$ cat src/rtl/lfs_mulsat.sv
module lfs_mulsat #(
  parameter int AW    = 52,
  parameter int SHIFT = 40
) (
  input  logic                 clk,
  input  logic                 en,
  input  logic signed [AW-1:0] a,
  input  logic signed [31:0]   b,
  output logic signed [31:0]   y
);

  localparam int HW = AW - 32;
  localparam int PW = AW + 32;
  localparam int RW = PW - SHIFT;
  localparam logic [RW-1:0] POS_LIM = RW'(64'h7fff_ffff);
  localparam logic [RW-1:0] NEG_LIM = RW'(64'h8000_0000);

  logic [AW-1:0]    amag;
  logic [31:0]      bmag;
  logic             neg1;
  logic             neg2;
  logic             neg3;
  logic [63:0]      lo;
  logic [HW+31:0]   hi;
  logic [PW-1:0]    full;
  logic [RW-1:0]    mag3;

  // The magnitude is split in two registered partial products, which are then summed and registered.
  assign full = {hi, 32'b0} + PW'(lo);

  always_ff @(posedge clk) begin
    if (en) begin
      amag <= a[AW-1] ? -a : a;
      bmag <= b[31] ? -b : b;
      neg1 <= a[AW-1] ^ b[31];

      lo   <= 64'(amag[31:0]) * 64'(bmag);
      hi   <= (HW+32)'(amag[AW-1:32]) * (HW+32)'(bmag);
      neg2 <= neg1;

      mag3 <= full[PW-1:SHIFT];
      neg3 <= neg2;

      if (neg3) begin
        y <= (mag3 > NEG_LIM) ? 32'h8000_0000 : -mag3[31:0];
      end else begin
        y <= (mag3 > POS_LIM) ? 32'h7fff_ffff : mag3[31:0];
      end
    end
  end

endmodule

$ cat config.mk
export PLATFORM = sky130hd
export DESIGN_NAME = lfs_mulsat
export DESIGN_NICKNAME = d
export VERILOG_FILES = /design/src/rtl/lfs_mulsat.sv
export SDC_FILE = /design/constraint.sdc
export NUM_CORES = 2
export LEC_CHECK = 0
export BUFFER_PORTS_ARGS = -buffer_cell sky130_fd_sc_hd__buf_2
export CORE_MARGIN = 2
export CORE_UTILIZATION = 30
export DETAILED_ROUTE_END_ITERATION = 8
export MAX_ROUTING_LAYER = met4
export PLACE_DENSITY = 0.48
export SYNTH_ARGS = -nofsm -noshare
export SYNTH_HDL_FRONTEND = slang
export SYNTH_SLANG_ARGS = --single-unit
$ cat constraint.sdc
create_clock -name clk -period 11.6 [get_ports clk]
set_clock_uncertainty 0.05 [all_clocks]
set_input_delay 0.58 -clock clk [delete_from_list [all_inputs] [get_ports clk]]
set_output_delay 0.58 -clock clk [all_outputs]
set_load 0.02 [all_outputs]
==> impl_results.md <==
* Result of the run: finished, final reports clean
* Width of the chip at 468.5 um
* Post-synth top area share at 0.4426
* Clock root buffer master: sky130_fd_sc_hd__clkbuf_16
* Cell Area, Synth at approximately 65000 um^2
* Final count of negative-setup-slack endpoints at 0
* Drt first pass iters at 6
* Overall global routing resource usage at 0.1813
* Top cells by area, synth: sky130_fd_sc_hd__fa_1, sky130_fd_sc_hd__edfxtp_1, sky130_fd_sc_hd__ha_1
* Maximum clock rate at 0.1004 GHz
* Synthesized instance count at just under 7000
* Overflow left after global routing at 0
* Worst Path Class, Setup: reg -> reg
* Post-route setup TNS at 0 ns
* Starting density of the core at 0.3016
* Via count at between 40000 and 50000
* Port buffer count at approximately 120
* Routed len/inst at approximately 20 um
* Overall routed net length at approximately 190000 um
* Max capacitance violation total at 0
* Transition time at the pin with the least slew margin at 1.384 ns
* Cell type with the largest total area after synthesis: sky130_fd_sc_hd__fa_1
* Slowest cell on the critical path: sky130_fd_sc_hd__a2111oi_0
* Final critical delay including setup and external delays at approximately 10 ns
* Number of hold-repair buffers added at the cts stage at 0
* CP max FO at 37
* Kind of end point of the critical path: register
* Area delta synth->final at 7.184%
* Wire length of the first global-routing pass at 297000 um
* Count of yosys warnings during synthesis at 0
* Post-Synthesis Mean Instance Area at ~9.4 um^2
* Number of fill cells at 22360
* Number of buffers inserted to repair setup after CTS at 0
* Resize count post-CTS at 0
* TritonCTS clock tree: yes
* Sequential share of the synthesized area at 0.1146
* Top-Level Pins at about 120
* Clock Pin Slew Worst Setup and Hold Paths at around 0.050 ns
* Via-to-Cell Ratio at between 4 and 5
* Largest stage delay on the critical path at 1.18 ns
* Most common cell in the netlist: sky130_fd_sc_hd__inv_1
* Count of clock tree sinks at 247
* Via count of the first global-routing pass at ~50000
* Inserted Clock Buffers at 36
* Proportion of layout cells with a drive suffix above 1 at 0.04487
* Slew headroom at 0.05322
* Maximum number of pins on one net before global-route repair at between 80 and 90
* Syn nets at approximately 8800
* Site Rows at 170
* Number of nets in the finished design at 8721
* Pins over their slew limit at 0
* Worst path most repeated cell: sky130_fd_sc_hd__fa_1
* Worst min-delay path category: in -> reg
* Floorplan die height at 468.5 um
* Most common flop cell mapped by yosys: sky130_fd_sc_hd__edfxtp_1
* Cell Chain, Critical Path: buf_4 -> and2_1 -> fa_1 -> fa_1 -> inv_1 -> fa_1 -> fa_1 -> fa_1 -> inv_1 -> fa_1 -> fa_1 -> fa_1 -> ha_1 -> nand3_1 -> or4_1 -> a2111oi_0 -> o31ai_1 -> o21ai_0 -> a21boi_1 -> o31ai_1 -> a211oi_1
* Data arrival, critical path at between 10 and 15 ns
* Nature of the critical path startpoint: register
* CP required at between 10 and 15 ns
* Post-route fraction of the period consumed by the critical path at 0.8586
* Residual DRC at 0
* Global placement routability congestion at 0.8612
* Critical path buffer and inverter count at 3
* Post-DP HPWL at ~150000 um
* RSZ-0062 raised after global routing: false
* Number of nets with antenna violations after routing at 0
* Worst-skew pair later-pin latency at 0.62 ns
* Clk buf depth at 3
* DR iter-0 viols at around 2500
* CTS H-Tree Depth at 2
* Core area at 214600 um^2
* Synth cell types at between 60 and 70
* Number of antenna violations at the first check in global routing at 6
* Dominant delay contributor by cell family on the critical path: adder cells
* Hold violation total from the final report at 0
* Number of enable-type register cells in the synthesized netlist at between 200 and 250
* Ranking of synthesized cells by instance count: sky130_fd_sc_hd__inv_1, sky130_fd_sc_hd__fa_1, sky130_fd_sc_hd__nand2_1
* Number of storage elements in the synthesis netlist at between 200 and 250
* Total die area at 219500 um^2
* Post-synthesis async set-or-reset flop share at 0
==> metrics by stage <==
stage,instances,util,setup WS [ns],hold WS [ns],instance area [um^2]
finish,9620,0.3232,1.640,0.1583,69370
global route,9619,0.3232,1.215,0.1368,69370
CTS,9613,0.3231,1.680,0.1165,69350
detailed placement,9548,0.3180,1.712,0.3624,68260
global placement,9548,0.3180,1.759,0.3592,68260
floorplan,6864,-,3.830,0.3503,64720
==> worst register-to-register path: cells and delay by family (launching register included) <==
family / cells / cell delay [ns]
DFF: 1 / 0.90
and+or+nand+nor: 3 / 0.91
buffers and inverters: 3 / 0.81
AOI/OAI and AO/OA: 6 / 2.77
adders and majority gates: 9 / 4.22
==> layout by cell type (no fill, tap or decap), types with 8 or more instances in the layout <==
cell	instances
sky130_fd_sc_hd__a211oi_1	18
sky130_fd_sc_hd__a21o_1	64
sky130_fd_sc_hd__a21oi_1	127
sky130_fd_sc_hd__a31oi_1	15
sky130_fd_sc_hd__and2_1	854
sky130_fd_sc_hd__and3_1	13
sky130_fd_sc_hd__and4_1	8
sky130_fd_sc_hd__buf_2	116
sky130_fd_sc_hd__buf_4	105
sky130_fd_sc_hd__clkbuf_16	36
sky130_fd_sc_hd__clkinv_2	9
sky130_fd_sc_hd__edfxtp_1	247
sky130_fd_sc_hd__fa_1	1431
sky130_fd_sc_hd__ha_1	456
sky130_fd_sc_hd__inv_1	1501
sky130_fd_sc_hd__nand2_1	944
sky130_fd_sc_hd__nand2b_1	19
sky130_fd_sc_hd__nand3_1	48
sky130_fd_sc_hd__nand4_1	27
sky130_fd_sc_hd__nor2_1	84
sky130_fd_sc_hd__nor2b_1	13
sky130_fd_sc_hd__nor3_1	41
sky130_fd_sc_hd__nor4_1	16
sky130_fd_sc_hd__o211ai_1	10
sky130_fd_sc_hd__o21a_1	16
sky130_fd_sc_hd__o21ai_0	121
sky130_fd_sc_hd__o21bai_1	14
sky130_fd_sc_hd__o311ai_0	23
sky130_fd_sc_hd__o31ai_1	33
sky130_fd_sc_hd__o41ai_1	15
sky130_fd_sc_hd__or2_2	9
sky130_fd_sc_hd__or3_1	22
sky130_fd_sc_hd__or4_1	19
sky130_fd_sc_hd__xnor2_1	158
sky130_fd_sc_hd__xor2_1	43
==> logic make-up after synthesis <==
family                     share of synthesized area
adders and majority gates                     0.5308
muxes                                      0.0001547
xor gates and xnor gates                     0.02720
AOI/OAI and AO/OA                            0.05148
buffers and inverters                         0.1089
and+or+nand+nor                               0.1668
DFF                                           0.1146
==> cell type report <==
class	count	area (um^2)	area share
antenna	7	17.52	0.0002525
multi-input combinational	4739	50250	0.7244
clock inverter	26	180.2	0.002597
clock buffer	39	912.1	0.01315
sequential	247	7417	0.1069
inverter	1501	5634	0.08122
tap	2838	3551	0.05119
timing repair buffer	223	1404	0.02024
==> worst paths after layout <==
path	cells after the start	endpoint	startpoint	slack, ns
worst max-delay path	21	lo[63]$_DFFE_PP_	bmag[16]$_DFFE_PP_	1.64
worst min-delay path	1	bmag[0]$_DFFE_PP_	b[0]	0.16
worst max register to register	21	lo[63]$_DFFE_PP_	bmag[16]$_DFFE_PP_	1.64
worst min register to register	0	neg3$_DFFE_PP_	neg2$_DFFE_PP_	0.37
==> per-layer routing <==
metal	vias to the layer above	global-route usage	routed length, um
li1	20340	-	-
met1	24130	0.2204	77650
met2	853	0.3258	101000
met3	202	0.01157	5405
met4	0	0.04599	5186
met5	-	-	0
==> sequential cells by signal, summed over array words and instances (netlist names) <==
register / count
lo: 32
amag: 52
mag3: 44
neg1: 1
y: 32
neg3: 1
bmag: 32
neg2: 1
hi: 52
Power is not shown: default switching activity piles up to over one toggle a cycle in this logic, so the estimate is an artifact.
