<file path="config.mk">
export PLATFORM = sky130hd
export DESIGN_NAME = lfs_isqrt
export DESIGN_NICKNAME = d
export VERILOG_FILES = /design/src/rtl/lfs_pkg.sv /design/src/rtl/lfs_isqrt.sv
export SDC_FILE = /design/constraint.sdc
export NUM_CORES = 2
export LEC_CHECK = 0
export BUFFER_PORTS_ARGS = -buffer_cell sky130_fd_sc_hd__buf_4
export CAP_MARGIN = 20
export CORE_ASPECT_RATIO = 1.2
export CORE_MARGIN = 4
export CORE_UTILIZATION = 65
export DETAILED_ROUTE_END_ITERATION = 12
export GPL_TIMING_DRIVEN = 0
export MAX_ROUTING_LAYER = met4
export PLACE_DENSITY = 0.85
export RECOVER_POWER = 50
export SLEW_MARGIN = 20
export SYNTH_ARGS = -nofsm -noshare
export SYNTH_HDL_FRONTEND = slang
export SYNTH_SLANG_ARGS = --single-unit
</file>
<file path="constraint.sdc">
create_clock -name clk -period 7.2 [get_ports clk]
set_input_delay 1.44 -clock clk [delete_from_list [all_inputs] [get_ports clk]]
set_output_delay 1.44 -clock clk [all_outputs]
set_load 0.1 [all_outputs]
</file>
<file path="src/rtl/lfs_pkg.sv">
package lfs_pkg;

  // Configuration register map, one 32-bit word per register.
  typedef enum logic [1:0] {
    REG_LORENTZ = 2'd0,
    REG_SPIN    = 2'd1,
    REG_LONG    = 2'd2,
    REG_TRANS   = 2'd3
  } reg_idx_t;

  localparam int ADDR_W = 4;

  // Square root: 32 result bits, resolved a fixed number of bits per stage.
  localparam int SQ_STEPS  = 32;
  localparam int SQ_SPS    = 2;
  localparam int SQ_STAGES = SQ_STEPS / SQ_SPS;

  // Normalizing divide: (|p_i| << 16) / |p|, quotient at most 2^16.
  localparam int DIV_FRAC   = 16;
  localparam int DIV_STEPS  = 18;
  localparam int DIV_SPS    = 2;
  localparam int DIV_STAGES = DIV_STEPS / DIV_SPS;

  // Multiply, shift and saturate unit latency.
  localparam int MUL_LAT = 4;

  typedef struct packed {
    logic signed [31:0] mom_x;
    logic signed [31:0] mom_y;
    logic signed [31:0] mom_z;
    logic signed [31:0] spin_x;
    logic signed [31:0] spin_y;
    logic signed [31:0] spin_z;
    logic signed [31:0] field_x;
    logic signed [31:0] field_y;
    logic signed [31:0] field_z;
  } lfs_in_t;

  typedef struct packed {
    logic signed [31:0] dir_x;
    logic signed [31:0] dir_y;
    logic signed [31:0] dir_z;
    logic signed [31:0] dmom_x;
    logic signed [31:0] dmom_y;
    logic signed [31:0] dmom_z;
    logic signed [31:0] dspin_x;
    logic signed [31:0] dspin_y;
    logic signed [31:0] dspin_z;
    logic               zero_momentum;
  } lfs_out_t;

endpackage

</file>
<file path="src/rtl/lfs_isqrt.sv">
module lfs_isqrt (
  input  logic        clk,
  input  logic        en,
  input  logic [63:0] n,
  output logic [31:0] root
);

  localparam int NS  = lfs_pkg::SQ_STAGES;
  localparam int SPS = lfs_pkg::SQ_SPS;

  logic [34:0] rem_q [NS];
  logic [31:0] rt_q  [NS];
  logic [63:0] nb_q  [NS];

  for (genvar g = 0; g < NS; g++) begin : g_st
    logic [34:0] rem_i;
    logic [31:0] rt_i;
    logic [63:0] nb_i;
    logic [34:0] rem_c;
    logic [31:0] rt_c;
    logic [63:0] nb_c;
    logic [34:0] r2;
    logic [34:0] trial;

    if (g == 0) begin : g_first
      assign rem_i = '0;
      assign rt_i  = '0;
      assign nb_i  = n;
    end else begin : g_next
      assign rem_i = rem_q[g-1];
      assign rt_i  = rt_q[g-1];
      assign nb_i  = nb_q[g-1];
    end

    // Restoring square root, two radicand bits per step.
    always_comb begin
      rem_c = rem_i;
      rt_c  = rt_i;
      nb_c  = nb_i;
      r2    = '0;
      trial = '0;
      for (int k = 0; k < SPS; k++) begin
        r2    = {rem_c[32:0], nb_c[63:62]};
        trial = {1'b0, rt_c, 2'b01};
        if (r2 >= trial) begin
          rem_c = r2 - trial;
          rt_c  = {rt_c[30:0], 1'b1};
        end else begin
          rem_c = r2;
          rt_c  = {rt_c[30:0], 1'b0};
        end
        nb_c = {nb_c[61:0], 2'b00};
      end
    end

    always_ff @(posedge clk) begin
      if (en) begin
        rem_q[g] <= rem_c;
        rt_q[g]  <= rt_c;
        nb_q[g]  <= nb_c;
      end
    end
  end

  assign root = rt_q[NS-1];

endmodule

</file>
==> metrics.md <==
| Metric | Value |
|---|---|
| Outcome | finished, violations left |
| Violated checks | max-capacitance violations, max-slew violations |
| R2R depth | 26 |
| Layout cells sized above 1 | 8.250% |
| Total GRT Usage | 34.44% |
| Final hold slack | 0.3752 ns |
| Vias in the first global route | 61.97k |
| Chip Width | ~330 um |
| Htree depth | 3 |
| Drt wl/cell | 22.29 um |
| I/O Pins | 98 |
| Core ar. | 121,900 sq um |
| Crit Path Category | reg -> reg |
| Effective utilization at floorplan | ~66% |
| Worst reg-to-reg setup slack | 0.16 ns |
| DP Cell Count | 9,666 |
| # nets final | 8,790 |
| Startpoint types | flip-flop |
| Worst-Margin Slew | 3.833 ns |
| Peak supply drop | 0.0003776 V |
| Filler cells | 8,752 |
| Slew HR | -155.6% |
| Top cells by area, synth | edfxtp_1, ha_1, xnor2_1 |
| Latest clock arrival within the worst-skew pair | around 0.77 ns |
| Worst Path Required | 7.69 ns |
| CP endpoint kind | flip-flop |
| Initial drt markers | ~6.4k |
| HP Class | reg -> reg |
| Syn Std Cell Area | 80,210 sq um |
| Max Fanout on Critical Path | 11 |
| Worst Setup SP | rt_q[1][163] |
| Hold Fails Final Rpt | 0 |
| Fin crit share | 97.79% |
| IO Port Bufs | 97 |
| Synth top cells by count | edfxtp_1, nor2_1, nand2_1, a21oi_1, ha_1 |
| Area leader, netlist | edfxtp_1 |
| First-pass GRT wire length | 340,600 um |
| Fin crit period | roughly 7 ns |
| Top_reg_cell synth | edfxtp_1 |
| Pins Over Slew Limit | approximately 440 |
| Most frequent cell after synthesis | edfxtp_1 |
| Min-Delay Path Depth | 0 |
| Total gr overflow | 0 |
| Synth top area share | 45.86% |
| Max Cap Viol | 3 |
| Delay-heaviest family, CP | simple AND/OR/NAND/NOR gates |
| Drt pass-1 iters | 9 |
| Pin count of the biggest net entering global routing | approximately 170 |
| LEAKAGE | approximately 0.035 uW |
| Clk sinks | 1,225 |
| RR Startpoint | rt_q[1][163] |
| Final Cell Area | a little under 90,000 sq um |
| Die Ht | approximately 390 um |
| Async set-or-reset flop fraction in the synthesized netlist | 0% |
| # setup viols final | 0 |
| Area grow syn2layout | 9.520% |
| Die ar. | 129,100 sq um |
| Worst hold start | nb_q[0][347] |
| Crit path largest cell delay | 0.50 ns |
| ANT nets after route | 0 |
| Critical path arrival | 7.53 ns |
| Vias per cell | 6.473 |
| Synth unique cells | 110 |
| #FFs+latches synth | 1,225 |
| Area post-placement | around 83,000 sq um |
| Syn Area/Cell | 10.12 sq um |
| Vias | between 60k and 70k |
| Register area share after synthesis | approximately 46% |
| Final Util | 72.06% |
| Post-synth EDFFs | about 1.2k |
| F_max | between 0.1 and 0.15 GHz |
| Clock Tree Root | clkbuf_16 |
| Antenna violations before repair | 3 |
| Worst Hold Path EP | nb_q[0][411] |
| Seq. cell area | ~37,000 sq um |
| DRC | 0 |
| CTS Buf Count | 118 |
| Gpl congestion | between 0.9 and 1 |
| Reg clk slew, reported paths | 0.06 ns |
| Cell mode on critical path | a21o_1 |
| CP Buf/Inv Count | 4 |
| CTS tree | done |
| FF-to-FF End | rem_q[1][223] |
| Final HPWL DP | between 150,000 and 200,000 um |
| Non-filler cells, final | 9,902 |
| Post-Route WL | approximately 220,000 um |
| CTS max path bufs | 3 |
| Multi-input gate area | 41,210 sq um |
| Yosys warns | 0 |
| Critical-path top delay cell | or3_4 |
| Clock Skews | 0.06083 ns |
| Post-Syn Instances | 7,926 |
| Rows | 140 |
| Power per cell area | 362.4 nW/um^2 |
[sequential cells by signal, summed over array words and instances, names as in the netlist]
| name | cells |
|---|---|
| nb_q | 480 |
| rem_q | 473 |
| rt_q | 272 |
[layer usage]
layer	up-vias	GRT usage [%]	share of wire, %	wire length, um
met5	-	-	0	0
met4	0	18.45	6.2	13730
met3	783	4.154	6.4	14220
met2	2916	57.71	49	107400
met1	30430	40.91	39	85280
li1	29970	-	-	-
[worst max path at each step]
stage / slack [ns] / cells past startpoint / end
4_1_cts: 0.02 / 26 / rem_q[1][147]
2_1_floorplan: 0.60 / 26 / rem_q[1][221]
6_report: 0.16 / 26 / rem_q[1][223]
3_5_place_dp: -1.76 / 25 / rem_q[1][108]
5_1_grt: -0.11 / 26 / rem_q[0][149]
3_3_place_gp: -5.36 / 1 / rem_q[1][134]
[layout make-up]
class                      instances  area share [%]
antenna                            2        0.005697
buffer                           197           1.025
clock buffer                     134           3.430
clock inverter                    86           1.098
inverter                         483           2.074
multi-input combinational       6009           46.91
sequential                      1225           41.87
tap                             1633           2.326
timing repair buffer             133           1.260
[kinds of logic after synthesis]
kind of cell | after synthesis | synth area share, %
compound gates | 1997 | 16.03
xor+xnor | 736 | 8.046
fa+ha+maj | 558 | 8.701
buf+inv | 694 | 3.319
flops | 1225 | 45.86
mux | 137 | 1.889
other cells | 1 | 0.004675
simple gates | 2578 | 16.16
[power by group]
group / leakage [uW] / total (uW) / switching [uW] / internal, uW
sequential: 0.0117 / 10500 / 936 / 9580
clock: 0.00191 / 6360 / 2840 / 3520
combinational: 0.0211 / 15000 / 8910 / 6050
[cells in the final DEF, fill, tap and decap left out, types with 45 or more instances in the layout]
| master | synthesis | layout |
|---|---|---|
| edfxtp_1 | 1225 | 1225 |
| nor2_1 | 659 | 657 |
| nand2_1 | 628 | 625 |
| a21oi_1 | 597 | 592 |
| ha_1 | 557 | 554 |
| xnor2_1 | 481 | 480 |
| inv_1 | 476 | 472 |
| o21ai_0 | 408 | 403 |
| a21o_1 | 283 | 283 |
| xor2_1 | 254 | 252 |
| nor3_1 | 216 | 211 |
| nand3_1 | 188 | 185 |
| clkbuf_1 | 158 | 127 |
| clkbuf_16 | 0 | 118 |
| nand4_1 | 113 | 113 |
| mux2_2 | 110 | 110 |
| or3_1 | 105 | 104 |
| nand2b_1 | 97 | 97 |
| o21a_1 | 97 | 96 |
| nor4_1 | 104 | 94 |
| nor2b_1 | 83 | 82 |
| and3_1 | 69 | 69 |
| buf_4 | 2 | 69 |
| clkbuf_4 | 0 | 68 |
| o31ai_1 | 70 | 67 |
| and2_1 | 63 | 60 |
| o21bai_1 | 58 | 58 |
| a211oi_1 | 58 | 54 |
| o211ai_1 | 51 | 51 |
| a31oi_1 | 52 | 50 |
| or4_1 | 47 | 45 |
[worst reg2reg max path, cell delays in order (launching register included)]
cell and delay (ns):
edfxtp_1 0.43, inv_1 0.10, ha_1 0.36, a21o_1 0.25
a21oi_1 0.19, or4b_1 0.49, nor4bb_2 0.23, o21a_1 0.23
or3_4 0.50, buf_1 0.38, nand2_1 0.17, nand2_1 0.10
ha_1 0.22, a21o_1 0.20, a21o_1 0.18, a21oi_1 0.22
nor2b_1 0.17, o31a_1 0.18, o21a_1 0.18, a211oi_1 0.10
or3_1 0.42, nor3b_1 0.15, o31a_1 0.29, nor3_4 0.21
buf_12 0.15, clkbuf_4 0.27, mux2_2 0.39
[what timing repair did]
action / CTS / global route
gates resized for setup: 76 / 117
hold buffers: 0 / 0
cloned: 0 / 0
setup endpoints to repair: 259 / 335
pin swaps: 6 / 13
setup buffers: 8 / 20
[metrics by stage]
step                setup TNS (ns)  total power, uW  setup slack (ns)
finish                           0            31840            0.1589
floorplan                        0            21200            0.6040
global placement          -6371.56            24720            -5.358
detailed placement         -210.76            24920            -1.763
CTS                              0            31440           0.01652
global route               -0.7168            33780           -0.1128
Note: power is estimated with default switching activity, not from simulation.
