**src/rtl/lfs_pkg.sv**
```systemverilog
package lfs_pkg;

  // Configuration register map, one 32-bit word per register.
  typedef enum logic [1:0] {
    REG_LORENTZ = 2'd0,
    REG_SPIN    = 2'd1,
    REG_LONG    = 2'd2,
    REG_TRANS   = 2'd3
  } reg_idx_t;

  localparam int ADDR_W = 4;

  // Square root: 32 result bits, resolved a fixed number of bits per stage.
  localparam int SQ_STEPS  = 32;
  localparam int SQ_SPS    = 2;
  localparam int SQ_STAGES = SQ_STEPS / SQ_SPS;

  // Normalizing divide: (|p_i| << 16) / |p|, quotient at most 2^16.
  localparam int DIV_FRAC   = 16;
  localparam int DIV_STEPS  = 18;
  localparam int DIV_SPS    = 2;
  localparam int DIV_STAGES = DIV_STEPS / DIV_SPS;

  // Multiply, shift and saturate unit latency.
  localparam int MUL_LAT = 4;

  typedef struct packed {
    logic signed [31:0] mom_x;
    logic signed [31:0] mom_y;
    logic signed [31:0] mom_z;
    logic signed [31:0] spin_x;
    logic signed [31:0] spin_y;
    logic signed [31:0] spin_z;
    logic signed [31:0] field_x;
    logic signed [31:0] field_y;
    logic signed [31:0] field_z;
  } lfs_in_t;

  typedef struct packed {
    logic signed [31:0] dir_x;
    logic signed [31:0] dir_y;
    logic signed [31:0] dir_z;
    logic signed [31:0] dmom_x;
    logic signed [31:0] dmom_y;
    logic signed [31:0] dmom_z;
    logic signed [31:0] dspin_x;
    logic signed [31:0] dspin_y;
    logic signed [31:0] dspin_z;
    logic               zero_momentum;
  } lfs_out_t;

endpackage

```
**src/rtl/lfs_div.sv**
```systemverilog
module lfs_div (
  input  logic        clk,
  input  logic        en,
  input  logic [31:0] num,
  input  logic [31:0] den,
  output logic [16:0] quot
);

  localparam int NS    = lfs_pkg::DIV_STAGES;
  localparam int SPS   = lfs_pkg::DIV_SPS;
  localparam int STEPS = lfs_pkg::DIV_STEPS;
  localparam int NW    = 32 + lfs_pkg::DIV_FRAC;

  logic [32:0]      r_q   [NS];
  logic [STEPS-1:0] nb_q  [NS];
  logic [STEPS-1:0] q_q   [NS];
  logic [31:0]      den_q [NS];

  logic [NW-1:0] numw;
  assign numw = {num, {lfs_pkg::DIV_FRAC{1'b0}}};

  for (genvar g = 0; g < NS; g++) begin : g_st
    logic [32:0]      r_i;
    logic [STEPS-1:0] nb_i;
    logic [STEPS-1:0] q_i;
    logic [31:0]      den_i;
    logic [32:0]      r_c;
    logic [STEPS-1:0] nb_c;
    logic [STEPS-1:0] q_c;
    logic [32:0]      r2;

    if (g == 0) begin : g_first
      // The top bits are already below the divisor since |p_i| <= |p|.
      assign r_i   = 33'(numw[NW-1:STEPS]);
      assign nb_i  = numw[STEPS-1:0];
      assign q_i   = '0;
      assign den_i = den;
    end else begin : g_next
      assign r_i   = r_q[g-1];
      assign nb_i  = nb_q[g-1];
      assign q_i   = q_q[g-1];
      assign den_i = den_q[g-1];
    end

    always_comb begin
      r_c  = r_i;
      nb_c = nb_i;
      q_c  = q_i;
      r2   = '0;
      for (int k = 0; k < SPS; k++) begin
        r2 = {r_c[31:0], nb_c[STEPS-1]};
        if (r2 >= {1'b0, den_i}) begin
          r_c = r2 - {1'b0, den_i};
          q_c = {q_c[STEPS-2:0], 1'b1};
        end else begin
          r_c = r2;
          q_c = {q_c[STEPS-2:0], 1'b0};
        end
        nb_c = {nb_c[STEPS-2:0], 1'b0};
      end
    end

    always_ff @(posedge clk) begin
      if (en) begin
        r_q[g]   <= r_c;
        nb_q[g]  <= nb_c;
        q_q[g]   <= q_c;
        den_q[g] <= den_i;
      end
    end
  end

  assign quot = q_q[NS-1][16:0];

endmodule

```
**config.mk**
```make
export PLATFORM = sky130hd
export DESIGN_NAME = lfs_div
export DESIGN_NICKNAME = d
export VERILOG_FILES = /design/src/rtl/lfs_pkg.sv /design/src/rtl/lfs_div.sv
export SDC_FILE = /design/constraint.sdc
export NUM_CORES = 2
export LEC_CHECK = 0
export BUFFER_PORTS_ARGS = -buffer_cell sky130_fd_sc_hd__clkbuf_2
export CELL_PAD_IN_SITES_DETAIL_PLACEMENT = 1
export CELL_PAD_IN_SITES_GLOBAL_PLACEMENT = 2
export CORE_MARGIN = 3
export CORE_UTILIZATION = 35
export CTS_CLUSTER_SIZE = 14
export DETAILED_ROUTE_END_ITERATION = 8
export HOLD_SLACK_MARGIN = 0.12
export PLACE_DENSITY = 0.77
export SLEW_MARGIN = 10
export SYNTH_ARGS = -nofsm -noshare
export SYNTH_HDL_FRONTEND = slang
export SYNTH_SLANG_ARGS = --single-unit
```
**constraint.sdc**
```tcl
create_clock -name clk -period 16.3 [get_ports clk]
set_clock_uncertainty 0.2 [all_clocks]
set_input_delay 2.445 -clock clk [delete_from_list [all_inputs] [get_ports clk]]
set_output_delay 2.445 -clock clk [all_outputs]
set_load 0.05 [all_outputs]
```
==> qor.log <==
INFO  synth          synth.ff_latch_count=593
INFO  clocking       clock_path_buffers=3
INFO  synth          synth_top_area_share=0.346
INFO  floorplan      initial_core_util=0.355
INFO  sta            drv_slew=0
INFO  route          totalWireLength=148000um
INFO  clocking       post_cts_buffers=0
INFO  floorplan      die-width=389um
INFO  sta            worst_max_slew_margin_expressed_relative_to_the_limit=0.193
INFO  route          remaining_drc_errors=0
INFO  worst_setup_path worstSetupPathType=in -> reg
INFO  worst_setup_path crit_path_top_delay_cell=sky130_fd_sc_hd__a21boi_0
INFO  floorplan      design.portCount=83
INFO  synth          netlist_area=51400um^2
INFO  floorplan      coreArea=145000um^2
INFO  worst_hold_path hold_path.class=reg -> reg
INFO  cells_and_area final_util=0.391
INFO  worst_setup_path slowest_delay=0.67ns
INFO  global_route   globalRouteMet3Util=0.0201
INFO  route          vias=40000
INFO  worst_setup_path path_buf_inv=4
INFO  synth          syn_inst=5335
INFO  floorplan      fp.dieArea=151000um^2
INFO  worst_setup_path delay_heaviest_family_cp=compound AO/OA/AOI/OAI gates
INFO  place          post_dp_cell_area=54000um^2
INFO  floorplan      die_height=389um
INFO  global_route   gr-total-overflow=0
INFO  synth          syn-num-nets=5978
INFO  cells_and_area most_common_library_cell_in_the_layout_ignoring_fill_and_taps=sky130_fd_sc_hd__edfxtp_1
INFO  route          drtAntennaViolNets=0
INFO  route          initialDrtViolationCount=1399
INFO  synth          syn-mean-instance-area=9.63um^2
INFO  worst_setup_path worstSetupEndpointType=flip-flop
INFO  cells_and_area drive_gt1_frac=0.108
INFO  cells_and_area finalNetCount=6061
INFO  route          detail_route.vias_per_cell=5.42
INFO  worst_setup_path timing.critical_path.from_type=primary input
INFO  worst_setup_path timing.critical_path.fanout_max=52
INFO  clocking       cts_made_buffers=79
INFO  clocking       clock_transition_at_path_regs=0.05ns
INFO  synth          post-synth-top-area-cell=sky130_fd_sc_hd__edfxtp_1
INFO  worst_setup_path cp_data_arrival_time=9.93ns
INFO  route          drt_pre_antenna_iters=6
INFO  cells_and_area postLayoutCellArea=56500um^2
INFO  cells_and_area area_growth=10.0%
INFO  synth          synth_warnings=0
INFO  flow_run       max_cap_violations=0
INFO  place          place.detailed.hpwl=121000um
INFO  sta            setup_tns=0ns
INFO  floorplan      rows=139
INFO  global_route   grt_pass1_vias=43300
INFO  sta            rsz0062_at_grt=false
INFO  global_route   number_of_antenna_violations_at_the_first_check_in_global_routing=0
INFO  global_route   globalRouteMet2Util=0.394
INFO  place          place_congestion=0.910
INFO  global_route   grt_max_degree=149
INFO  global_route   grtUsageTotal=0.193
INFO  global_route   grt_util_met1=0.198
INFO  clocking       clock-sinks=593
INFO  synth          synth-async-reset-ratio=0
INFO  sta            max_clock_freq=103MHz
INFO  synth          synth-edff-count=593
INFO  clocking       cts_htree_levels=3
INFO  clocking       clockRootBuffer=sky130_fd_sc_hd__clkbuf_16
INFO  synth          ys_top_cells_by_area=sky130_fd_sc_hd__edfxtp_1 (35%), sky130_fd_sc_hd__ha_1 (14%), sky130_fd_sc_hd__mux2_2 (6.1%)
INFO  worst_setup_path critical_path_required=16.50ns
INFO  cells_and_area mostFrequentLayoutCells=sky130_fd_sc_hd__edfxtp_1 (593), sky130_fd_sc_hd__ha_1 (567), sky130_fd_sc_hd__a21oi_1 (564)
INFO  sta            timing.final.setup_violations=0
INFO  sta            period_minus_slack=9.73ns
INFO  synth          synth_sequential_area_ratio=0.346
INFO  sta            finalCritPeriodShare=0.597
INFO  clocking       post_cts_resized=0
INFO  clocking       worstSkewPairLatency=0.68ns
INFO  route          routedWlPerCell=20.0um
INFO  sta            tightestPinTransition=1.20ns
INFO  sta            hold_viol=0
INFO  synth          main_flop_type_after_synthesis=sky130_fd_sc_hd__edfxtp_1
INFO  synth          netlist-cell-type-count=99
INFO  clocking       hold_buffers=0
INFO  outcome        outcome=finished, final reports clean
INFO  clocking       clock_tree_from_tritoncts=built
INFO  place          port-buffer-count=82
INFO  global_route   top_usage_layer=met2
INFO  global_route   grt_first_pass_wirelength=234000um
==> area by class of cell <==
| type | instances | area (um^2) |
|---|---|---|
| Fill cell | 16400 | 88200 |
| Multi-Input combinational cell | 4193 | 31500 |
| Sequential cell | 593 | 17800 |
| Tap cell | 1903 | 2380 |
| Clock buffer | 99 | 2050 |
| Inverter | 442 | 1660 |
| Timing Repair Buffer | 109 | 636 |
| Clock inverter | 44 | 526 |
| Antenna cell | 1 | 2.50 |
==> sequential cells by signal, indices dropped and copies added (netlist names) <==
name,count
q_q,81
den_q,256
r_q,256
==> Yosys cell counts (22+ instances only) <==
library cell               count
sky130_fd_sc_hd__or2_2        22
sky130_fd_sc_hd__a31oi_1      43
sky130_fd_sc_hd__nand3_1      95
sky130_fd_sc_hd__a211oi_1     37
sky130_fd_sc_hd__inv_1       438
sky130_fd_sc_hd__a21o_1      289
sky130_fd_sc_hd__o21bai_1     78
sky130_fd_sc_hd__and3_1       46
sky130_fd_sc_hd__xor2_1      122
sky130_fd_sc_hd__nand2b_1     65
sky130_fd_sc_hd__nor2_1      287
sky130_fd_sc_hd__xnor2_1     333
sky130_fd_sc_hd__nor3_1       55
sky130_fd_sc_hd__buf_2        40
sky130_fd_sc_hd__clkbuf_1     54
sky130_fd_sc_hd__nand4_1      73
sky130_fd_sc_hd__ha_1        567
sky130_fd_sc_hd__o31ai_1      35
sky130_fd_sc_hd__a21oi_1     565
sky130_fd_sc_hd__mux2_2      279
sky130_fd_sc_hd__nand2_1     325
sky130_fd_sc_hd__o21a_1       75
sky130_fd_sc_hd__and2_1       27
sky130_fd_sc_hd__mux2_4       26
sky130_fd_sc_hd__nor2b_1      45
sky130_fd_sc_hd__or3_1        27
sky130_fd_sc_hd__o21ai_0     319
sky130_fd_sc_hd__a211o_1      23
sky130_fd_sc_hd__edfxtp_1    593
==> stage by stage <==
stage | cells | worst slack [ns] | hold WS [ns]
final | 7384 | 6.57 | 0.213
after global routing | 7383 | 6.33 | 0.224
after CTS | 7383 | 6.60 | 0.217
after detailed placement | 7240 | 5.88 | 0.205
after global placement | 7240 | 5.93 | 0.201
after floorplan | 5335 | 7.81 | 0.200
==> worst register-to-register path: stages, from the launching register on <==
cell and delay, ns:
sky130_fd_sc_hd__edfxtp_1 0.46, sky130_fd_sc_hd__inv_1 0.16, sky130_fd_sc_hd__ha_1 0.26, sky130_fd_sc_hd__nor2b_1 0.15, sky130_fd_sc_hd__o31a_1 0.28, sky130_fd_sc_hd__o31a_1 0.31, sky130_fd_sc_hd__nor4b_4 0.38, sky130_fd_sc_hd__a211o_1 0.24
sky130_fd_sc_hd__a211oi_1 0.17, sky130_fd_sc_hd__o41ai_4 0.33, sky130_fd_sc_hd__buf_4 0.48, sky130_fd_sc_hd__mux2_2 0.47, sky130_fd_sc_hd__ha_1 0.37, sky130_fd_sc_hd__nand4_1 0.19, sky130_fd_sc_hd__nor2_1 0.28, sky130_fd_sc_hd__and4_1 0.41
sky130_fd_sc_hd__a21boi_0 0.62, sky130_fd_sc_hd__o211ai_1 0.31, sky130_fd_sc_hd__a21o_1 0.28, sky130_fd_sc_hd__a221oi_1 0.41, sky130_fd_sc_hd__a31oi_1 0.25, sky130_fd_sc_hd__o221ai_4 0.21, sky130_fd_sc_hd__buf_4 0.50, sky130_fd_sc_hd__mux2_2 0.46
==> final timing paths <==
path	startpoint	end	slack [ns]	cells past startpoint
worst min-delay path	q_q[0][114]	q_q[0][134]	0.21	0
worst min register to register	q_q[0][114]	q_q[0][134]	0.21	0
worst max register to register	den_q[0][193]	r_q[0][243]	7.87	23
worst max-delay path	den[8]	r_q[0][3]	6.57	25
==> cells by family after synthesis <==
logic type | count (synthesis) | share of synthesized area
compound gates | 1687 | 0.209
simple gates | 1147 | 0.109
buf+inv | 549 | 0.0427
xor+xnor | 455 | 0.0775
mux | 327 | 0.0731
flops | 593 | 0.346
fa+ha+maj | 577 | 0.142
==> per-layer routing <==
metal,wire [um],up-vias
li1,-,20000
met2,81700,389
met1,57400,19400
met4,5880,0
met5,0,-
met3,2590,226
Power is left out: the tool's default activity adds up to more than one toggle a clock period on the data nets, which glitch-free logic cannot reach.
